--- config.mk ---
export PLATFORM = sky130hd
export DESIGN_NAME = register_file_alu_execute_core
export DESIGN_NICKNAME = d
export VERILOG_FILES = /design/src/rtl/core/rfae_pkg.sv /design/src/rtl/core/rfae_regfile.sv /design/src/rtl/core/rfae_mul.sv /design/src/rtl/core/register_file_alu_execute_core.sv
export SDC_FILE = /design/constraint.sdc
export NUM_CORES = 2
export LEC_CHECK = 0
export ABC_CLOCK_PERIOD_IN_PS = 16350
export BUFFER_PORTS_ARGS = -buffer_cell sky130_fd_sc_hd__buf_4
export CAP_MARGIN = 20
export CELL_PAD_IN_SITES_DETAIL_PLACEMENT = 0
export CELL_PAD_IN_SITES_GLOBAL_PLACEMENT = 1
export CORE_MARGIN = 3
export CORE_UTILIZATION = 59
export DETAILED_ROUTE_END_ITERATION = 16
export GPL_ROUTABILITY_DRIVEN = 0
export GPL_TIMING_DRIVEN = 0
export PLACE_DENSITY_LB_ADDON = 0.3
export SYNTH_ARGS = -nofsm -noshare
export SYNTH_HDL_FRONTEND = slang
export SYNTH_SLANG_ARGS = --single-unit
--- constraint.sdc ---
create_clock -name clock -period 16.35 [get_ports clock]
set_clock_uncertainty 0.15 [all_clocks]
set_input_delay 2.4525 -clock clock [delete_from_list [all_inputs] [get_ports clock]]
set_output_delay 2.4525 -clock clock [all_outputs]
set_load 0.02 [all_outputs]
--- src/rtl/core/rfae_pkg.sv ---
// Shared types, codes and constants for the register file ALU execute core.
// Used by every module under rtl/core; depends on nothing.
package rfae_pkg;

   localparam int DATA_WIDTH_DEFAULT = 32;
   localparam int REG_COUNT = 32;
   localparam int REG_ADDR_WIDTH = $clog2(REG_COUNT);
   localparam int CMD_WIDTH = 3;
   localparam int STATUS_WIDTH = 2;
   localparam int FIELD_WIDTH = 32;
   localparam int COUNT_WIDTH = 32;
   localparam int MUL_SLICE = 32;

   typedef logic [CMD_WIDTH-1:0] cmd_type;
   typedef logic [STATUS_WIDTH-1:0] status_type;
   typedef logic [REG_ADDR_WIDTH-1:0] reg_addr_type;
   typedef logic [COUNT_WIDTH-1:0] count_type;

   localparam cmd_type CMD_ADD = 3'd0;
   localparam cmd_type CMD_SUB = 3'd1;
   localparam cmd_type CMD_MUL = 3'd2;
   localparam cmd_type CMD_AND = 3'd3;
   localparam cmd_type CMD_OR = 3'd4;
   localparam cmd_type CMD_SLT = 3'd5;
   localparam cmd_type CMD_ADDI = 3'd6;
   localparam cmd_type CMD_UNKNOWN = 3'd7;

   localparam status_type STATUS_OK = 2'd0;
   localparam status_type STATUS_BAD_REG = 2'd1;
   localparam status_type STATUS_UNKNOWN = 2'd2;

   localparam reg_addr_type REG_ZERO = 5'd0;
   localparam reg_addr_type REG_FIRST_GENERAL = 5'd2;
   localparam reg_addr_type REG_LAST_GENERAL = 5'd25;

   typedef struct packed {
      logic en;
      reg_addr_type addr;
   } rf_wr_type;

   function automatic logic reg_ok(reg_addr_type idx);
      return (idx == REG_ZERO) || ((idx >= REG_FIRST_GENERAL) && (idx <= REG_LAST_GENERAL));
   endfunction

endpackage

--- src/rtl/core/rfae_regfile.sv ---
// Register file: one synchronous memory with a write port and two registered read ports.
// Per-entry valid bits make unwritten entries read as zero after reset. Uses rfae_pkg.
module rfae_regfile #(
   parameter int DATA_WIDTH = rfae_pkg::DATA_WIDTH_DEFAULT
) (
   input  logic                    clock,
   input  logic                    reset,
   input  logic                    rd_en,
   input  rfae_pkg::reg_addr_type  rd_addr_a,
   input  rfae_pkg::reg_addr_type  rd_addr_b,
   output logic [DATA_WIDTH-1:0]   rd_data_a,
   output logic [DATA_WIDTH-1:0]   rd_data_b,
   input  rfae_pkg::rf_wr_type     wr,
   input  logic [DATA_WIDTH-1:0]   wr_data
);
   import rfae_pkg::*;

   logic [DATA_WIDTH-1:0] mem [REG_COUNT];
   logic [REG_COUNT-1:0] vld_ff;
   logic [DATA_WIDTH-1:0] rd_data_a_ff;
   logic [DATA_WIDTH-1:0] rd_data_b_ff;

   always_ff @(posedge clock) begin
      if (wr.en) begin
         mem[wr.addr] <= wr_data;
      end
   end

   always_ff @(posedge clock) begin
      if (reset) begin
         vld_ff <= '0;
      end else if (wr.en) begin
         vld_ff[wr.addr] <= 1'b1;
      end
   end

   always_ff @(posedge clock) begin
      if (rd_en) begin
         rd_data_a_ff <= vld_ff[rd_addr_a] ? mem[rd_addr_a] : '0;
         rd_data_b_ff <= vld_ff[rd_addr_b] ? mem[rd_addr_b] : '0;
      end
   end

   assign rd_data_a = rd_data_a_ff;
   assign rd_data_b = rd_data_b_ff;

   a_no_zero_write: assert property (@(posedge clock) disable iff (reset)
      wr.en |-> wr.addr != REG_ZERO)
      else $error("register zero written");

   a_valid_after_write: assert property (@(posedge clock) disable iff (reset)
      wr.en |=> vld_ff[$past(wr.addr)])
      else $error("valid bit not set after write");

   a_zero_reads_zero: assert property (@(posedge clock) disable iff (reset)
      rd_en && rd_addr_a == REG_ZERO |=> rd_data_a == '0)
      else $error("register zero read nonzero");

   a_reset_clears: assert property (@(posedge clock)
      reset |=> vld_ff == '0)
      else $error("valid bits not cleared by reset");

endmodule

--- src/rtl/core/rfae_mul.sv ---
// Registered multiplier giving the low DATA_WIDTH bits of the product. Up to MUL_SLICE bits
// the product is registered on load; wider, partial products are registered and summed after. Uses rfae_pkg.
module rfae_mul #(
   parameter int DATA_WIDTH = rfae_pkg::DATA_WIDTH_DEFAULT
) (
   input  logic                  clock,
   input  logic                  load,
   input  logic [DATA_WIDTH-1:0] op_a,
   input  logic [DATA_WIDTH-1:0] op_b,
   output logic [DATA_WIDTH-1:0] product
);
   import rfae_pkg::*;

   generate
      if (DATA_WIDTH <= MUL_SLICE) begin : g_single
         logic [DATA_WIDTH-1:0] prod_ff;

         always_ff @(posedge clock) begin
            if (load) begin
               prod_ff <= op_a * op_b;
            end
         end

         assign product = prod_ff;
      end else begin : g_split
         localparam int HI = DATA_WIDTH - MUL_SLICE;
         logic [2*MUL_SLICE-1:0] pp_lo_ff;
         logic [HI-1:0] pp_ab_ff;
         logic [HI-1:0] pp_ba_ff;
         logic [HI-1:0] cross_sum;

         always_ff @(posedge clock) begin
            if (load) begin
               pp_lo_ff <= op_a[MUL_SLICE-1:0] * op_b[MUL_SLICE-1:0];
               pp_ab_ff <= HI'(op_a[MUL_SLICE-1:0] * op_b[DATA_WIDTH-1:MUL_SLICE]);
               pp_ba_ff <= HI'(op_a[DATA_WIDTH-1:MUL_SLICE] * op_b[MUL_SLICE-1:0]);
            end
         end

         assign cross_sum = pp_ab_ff + pp_ba_ff;
         assign product = pp_lo_ff[DATA_WIDTH-1:0] + {cross_sum, {MUL_SLICE{1'b0}}};
      end
   endgenerate

endmodule

--- src/rtl/core/register_file_alu_execute_core.sv ---
// Register file ALU execute core: top level with the three-stage pipeline,
// forwarding and output register. Uses rfae_pkg, rfae_regfile and rfae_mul.
//
// The req_ channel takes one decoded instruction per beat; the rsp_ channel
// returns exactly one beat per instruction, in order, with a status, the
// value written to the destination and the running instruction count.
// An accepted instruction reads its source registers into stage 1, where it
// is computed and loads the multiplier; in stage 2 the multiply finishes, and
// on leaving stage 2 it writes the register file and its result enters the
// output register that drives rsp_. While rsp_ready is high, one instruction
// is accepted every cycle; a dependent instruction that follows directly gets
// its operands forwarded from the stage ahead or from the last write, so
// there is no interlock bubble. The speed is set by the register file's
// registered read and the registered multiplier.
// Reset clears the register file through per-entry valid bits, clears the
// instruction count and empties the pipeline.
// When the receiver holds rsp_ready low, the result stays in the output
// register and the two pipeline stages behind it still fill; req_ready drops
// only once all three places hold an instruction.
module register_file_alu_execute_core #(
   parameter int DATA_WIDTH = rfae_pkg::DATA_WIDTH_DEFAULT
) (
   input  logic                                    clock,
   input  logic                                    reset,
   input  logic                                    req_valid,
   output logic                                    req_ready,
   input  rfae_pkg::cmd_type                       req_command,
   input  rfae_pkg::reg_addr_type                  req_dest_index,
   input  rfae_pkg::reg_addr_type                  req_first_source_index,
   input  rfae_pkg::reg_addr_type                  req_second_source_index,
   input  logic signed [rfae_pkg::FIELD_WIDTH-1:0] req_immediate,
   output logic                                    rsp_valid,
   input  logic                                    rsp_ready,
   output rfae_pkg::status_type                    rsp_status,
   output logic signed [rfae_pkg::FIELD_WIDTH-1:0] rsp_written_value,
   output rfae_pkg::count_type                     rsp_executed_count
);
   import rfae_pkg::*;

   logic req_fire;
   logic out_free;
   logic s2_free;
   logic s1_move;
   logic s2_move;

   count_type tally_ff;

   logic s1_v_ff;
   cmd_type s1_cmd_ff;
   reg_addr_type s1_rd_ff;
   reg_addr_type s1_rs_ff;
   reg_addr_type s1_rt_ff;
   logic [FIELD_WIDTH-1:0] s1_imm_ff;
   count_type s1_count_ff;

   logic s2_v_ff;
   cmd_type s2_cmd_ff;
   reg_addr_type s2_rd_ff;
   status_type s2_status_ff;
   logic [DATA_WIDTH-1:0] s2_alu_ff;
   count_type s2_count_ff;

   logic wb_v_ff;
   reg_addr_type wb_addr_ff;
   logic [DATA_WIDTH-1:0] wb_data_ff;

   logic out_v_ff;
   status_type out_status_ff;
   logic signed [FIELD_WIDTH-1:0] out_value_ff;
   count_type out_count_ff;

   logic [DATA_WIDTH-1:0] rf_a;
   logic [DATA_WIDTH-1:0] rf_b;
   logic [DATA_WIDTH-1:0] op_a;
   logic [DATA_WIDTH-1:0] op_b;
   logic [DATA_WIDTH-1:0] imm_ext;
   logic [DATA_WIDTH-1:0] alu_in;
   logic [DATA_WIDTH-1:0] mul_prod;
   logic [DATA_WIDTH-1:0] s2_result;
   status_type s1_status;
   rf_wr_type wr;

   assign out_free = !out_v_ff || rsp_ready;
   assign s2_free = !s2_v_ff || out_free;
   assign s2_move = s2_v_ff && out_free;
   assign s1_move = s1_v_ff && s2_free;
   assign req_ready = !s1_v_ff || s2_free;
   assign req_fire = req_valid && req_ready;

   assign wr.en = s2_move && (s2_status_ff == STATUS_OK) && (s2_rd_ff != REG_ZERO);
   assign wr.addr = s2_rd_ff;

   rfae_regfile #(.DATA_WIDTH(DATA_WIDTH)) u_regfile (
      .clock     (clock),
      .reset     (reset),
      .rd_en     (req_fire),
      .rd_addr_a (req_first_source_index),
      .rd_addr_b (req_second_source_index),
      .rd_data_a (rf_a),
      .rd_data_b (rf_b),
      .wr        (wr),
      .wr_data   (s2_result)
   );

   always_comb begin
      if (s2_v_ff && s2_status_ff == STATUS_OK && s2_rd_ff != REG_ZERO
          && s2_rd_ff == s1_rs_ff) begin
         op_a = s2_result;
      end else if (wb_v_ff && wb_addr_ff == s1_rs_ff) begin
         op_a = wb_data_ff;
      end else begin
         op_a = rf_a;
      end
      if (s2_v_ff && s2_status_ff == STATUS_OK && s2_rd_ff != REG_ZERO
          && s2_rd_ff == s1_rt_ff) begin
         op_b = s2_result;
      end else if (wb_v_ff && wb_addr_ff == s1_rt_ff) begin
         op_b = wb_data_ff;
      end else begin
         op_b = rf_b;
      end
   end

   assign imm_ext = DATA_WIDTH'($signed(s1_imm_ff));

   always_comb begin
      if (s1_cmd_ff == CMD_UNKNOWN) begin
         s1_status = STATUS_UNKNOWN;
      end else if (!reg_ok(s1_rd_ff) || !reg_ok(s1_rs_ff)
                   || (s1_cmd_ff != CMD_ADDI && !reg_ok(s1_rt_ff))) begin
         s1_status = STATUS_BAD_REG;
      end else begin
         s1_status = STATUS_OK;
      end
   end

   always_comb begin
      case (s1_cmd_ff)
         CMD_ADD: begin
            alu_in = op_a + op_b;
         end
         CMD_SUB: begin
            alu_in = op_a - op_b;
         end
         CMD_AND: begin
            alu_in = op_a & op_b;
         end
         CMD_OR: begin
            alu_in = op_a | op_b;
         end
         CMD_SLT: begin
            alu_in = {{(DATA_WIDTH-1){1'b0}}, ($signed(op_a) < $signed(op_b))};
         end
         CMD_ADDI: begin
            alu_in = op_a + imm_ext;
         end
         default: begin
            alu_in = '0;
         end
      endcase
   end

   rfae_mul #(.DATA_WIDTH(DATA_WIDTH)) u_mul (
      .clock   (clock),
      .load    (s1_move),
      .op_a    (op_a),
      .op_b    (op_b),
      .product (mul_prod)
   );

   assign s2_result = (s2_cmd_ff == CMD_MUL) ? mul_prod : s2_alu_ff;

   always_ff @(posedge clock) begin
      if (reset) begin
         tally_ff <= '0;
         s1_v_ff <= 1'b0;
         s2_v_ff <= 1'b0;
         wb_v_ff <= 1'b0;
         out_v_ff <= 1'b0;
      end else begin
         if (req_fire) begin
            tally_ff <= tally_ff + 1'b1;
         end
         if (req_ready) begin
            s1_v_ff <= req_valid;
         end
         if (s2_free) begin
            s2_v_ff <= s1_v_ff;
         end
         if (wr.en) begin
            wb_v_ff <= 1'b1;
         end
         if (out_free) begin
            out_v_ff <= s2_v_ff;
         end
      end
   end

   always_ff @(posedge clock) begin
      if (req_fire) begin
         s1_cmd_ff <= req_command;
         s1_rd_ff <= req_dest_index;
         s1_rs_ff <= req_first_source_index;
         s1_rt_ff <= req_second_source_index;
         s1_imm_ff <= req_immediate;
         s1_count_ff <= tally_ff + 1'b1;
      end
      if (s1_move) begin
         s2_cmd_ff <= s1_cmd_ff;
         s2_rd_ff <= s1_rd_ff;
         s2_status_ff <= s1_status;
         s2_alu_ff <= alu_in;
         s2_count_ff <= s1_count_ff;
      end
      if (wr.en) begin
         wb_addr_ff <= wr.addr;
         wb_data_ff <= s2_result;
      end
      if (s2_move) begin
         out_status_ff <= s2_status_ff;
         out_value_ff <= (s2_status_ff == STATUS_OK) ? FIELD_WIDTH'(s2_result) : '0;
         out_count_ff <= s2_count_ff;
      end
   end

   assign rsp_valid = out_v_ff;
   assign rsp_status = out_status_ff;
   assign rsp_written_value = out_value_ff;
   assign rsp_executed_count = out_count_ff;

   a_write_from_stage: assert property (@(posedge clock) disable iff (reset)
      wr.en |-> s2_v_ff && out_free)
      else $error("register write without a retiring instruction");

   a_tally_counts: assert property (@(posedge clock) disable iff (reset)
      req_fire |=> tally_ff == $past(tally_ff) + 1'b1)
      else $error("instruction count did not advance");

   a_s1_holds: assert property (@(posedge clock) disable iff (reset)
      s1_v_ff && !s2_free |=> s1_v_ff && $stable(s1_rs_ff) && $stable(s1_rt_ff))
      else $error("stalled instruction lost");

   a_failed_zero: assert property (@(posedge clock) disable iff (reset)
      rsp_valid && rsp_status != STATUS_OK |-> rsp_written_value == '0)
      else $error("failed instruction reports a value");

endmodule
==> results.yml <==
critical_path:
  end_kind: "flop"
  ff2ff_path_depth: 31
  cp-start-kind: "flop"
  crit_top_cell: "fa_1"
  slowest_stage: "a31oi_2"
  critPathMaxFanout: 36
  crit_type: "reg2reg"
  cpPeakStageDelay_ns: 0.92
  cp.required_ns: 16.67
  critPathArrivalTime_ns: 13.09
layout:
  final_common_cell: "edfxtp_1"
  multiInputGateArea_mm2: 0.0377
  most-common-layout-cells: "1,379 x edfxtp_1, 660 x mux4_2, 542 x nor2_1"
  fin_nets: 6718
  drive_gt1_frac: 0.211
  fin_area_mm2: 0.0945
  finish.utilization: 0.677
  syn_to_final_growth_pct: 13.6
  seqCellArea_mm2: 0.0428
  n_fill_cell: 9296
logic_synthesis:
  synth_ff_type: "edfxtp_1"
  syn_area_mm2: 0.0832
  netlist_instances: 5557
  syn_area_per_cell_um2: 15.0
  synthArstFlopShare: 0
  yosysSeqAreaShare: 0.514
  ys_ff_latch: 1447
  synth_edf_count: 1379
  synthDistinctLibCells: 86
  yosysWarningCount: 0
clock_network:
  cts_repair_resize_count: 0
  numCtsBuffers: 150
  cts_buffer_depth: 3
  cts_tree: "built"
  root_buffer: "clkbuf_16"
  cts.sinks: 1447
  post_cts_buffers: 0
  cts.hold.buffers_added: 0
  clk_latency_ns: 0.81
  clk_pin_slew_ns: 0.07
  htreeDepth: 4
placement:
  place_area_mm2: 0.0888
  detailed_place_hpwl_um: 205000
  portBuffers: 120
  pre_cts_slack_ns: 4.02
die:
  start_util: 0.596
  ios: 122
  num_rows: 137
  die_x_um: 382
  die-area_mm2: 0.146
  fp.dieH_um: 382
  core-area_mm2: 0.140
sta:
  tns_ns: 0
  fin_crit_sh: 0.781
  relSlewSlack: 0.0372
  finalMaxSlewViolations: 0
  rsz0062_at_grt: "no"
  setup_violations: 0
  worst_slack_ns: 3.58
  fmax_ghz: 0.0783
  period_needed_ns: 12.77
  tightest_slew_ns: 1.44
  hold_viol: 0
drt:
  drt_iter0_markers: 7656
  avgRoutedWirePerCell_um: 36.3
  drc: 0
  drt_wl_total_um: 291000
  vias_per_cell: 6.99
  routed-via-count: 56000
  drtAntennaViolNets: 0
  drt_pass1_iterations: 6
grt:
  grt_pass1_wl_um: 411000
  track_usage: 0.403
  antenna_found_initial: 16
  overflow: 0
  grt_max_degree: 70
  grt_pass1_vias: 57700
power:
  vdd_drop_max_mv: 0.303
  powerDensity_mw_per_mm2: 116
  total_leakage_power_nw: 34.0
  power_mw: 11.0
run:
  cap_viol_max_count: 0
hold_path:
  hold_depth: 0
  hold_path_class: "reg2reg"
outcome:
  status: "completed"
-- sequential cells by signal, summed over array words and instances (netlist names), 32 cells and up --
register and flops:
s2_count_ff 32, rsp_executed_count 32, s1_count_ff 32, u_regfile.rd_data_b 32, u_mul.product 32, u_regfile.vld_ff 32
u_regfile.rd_data_a 32, wb_data_ff 32, u_regfile.mem 1024, rsp_written_value 32, tally_ff 32, s2_alu_ff 32
imm_ext 32
-- report_power, final --
part	switching [mW]	total (mW)	internal, mW
registers	0.0548	4.34	4.28
logic	1.94	3.06	1.12
clock network	1.57	3.57	2.01
-- critical path: cells and delay by family (launching register included) --
kind / cells / cell delay [ns]
adder cells (fa/ha/maj): 9 / 4.20
flip-flops: 1 / 0.38
multiplexers: 1 / 0.85
AND/OR/NAND/NOR: 6 / 1.56
XOR/XNOR: 1 / 0.63
AO/OA/AOI/OAI: 7 / 2.47
buffers and inverters: 7 / 2.18
-- kinds of logic (layout without fill, tap and decap cells) --
logic type,after synthesis,after routing,synth area share
AND/OR/NAND/NOR,1200,1200,0.0594
multiplexers,790,790,0.195
AO/OA/AOI/OAI,446,446,0.0355
adder cells (fa/ha/maj),661,661,0.136
buffers and inverters,802,1342,0.0373
other,1,36,0.0000451
flip-flops,1447,1447,0.514
XOR/XNOR,210,210,0.0228
-- worst paths after layout --
kind	from	end	slack [ns]
worst min register to register	s1_count_ff[24]	s2_count_ff[24]	0.27
worst min-delay path	s1_count_ff[24]	s2_count_ff[24]	0.27
worst max-delay path	s2_cmd_ff[2]	u_mul.product[29]	3.58
worst max register to register	s2_cmd_ff[2]	u_mul.product[29]	3.58
-- Yosys cell counts, types with 57 or more instances --
cell	number	share of area
fa_1	410	0.099
dfxtp_1	68	0.016
mux4_2	660	0.18
nand2_1	432	0.019
xnor2_1	149	0.016
buf_1	57	0.0026
edfxtp_1	1379	0.50
clkbuf_1	211	0.0095
o21ai_0	107	0.0064
inv_1	489	0.022
a21oi_1	132	0.0079
ha_1	251	0.038
nor2_1	573	0.026
mux2i_1	111	0.013
xor2_1	57	0.0060
-- routing by layer --
| layer | GRT usage | part of all wire | vias up |
|---|---|---|---|
| met3 | 0.132 | 0.13 | 1519 |
| met5 | 0 | 0.00041 | - |
| met1 | 0.465 | 0.31 | 28000 |
| met2 | 0.626 | 0.46 | 5010 |
| li1 | - | - | 21400 |
| met4 | 0.312 | 0.096 | 20 |
-- cell type report --
cell class	count	area share
diodes	4	0.000106
plain buffers	289	0.0125
well taps	1876	0.0248
repair buffers	263	0.0368
clock inverters	96	0.0129
flip-flops and latches	1447	0.452
multi-input cells	3339	0.399
clock buffers	181	0.0409
inverters	513	0.0204
-- stage by stage --
step,hold slack [ns],std cells
2_1_floorplan,0.250,5588
3_3_place_gp,0.252,7584
3_5_place_dp,0.255,7692
4_1_cts,0.267,7969
5_1_grt,0.273,8005
6_report,0.265,8008
No activity file was read; power rests on OpenSTA's default activity.
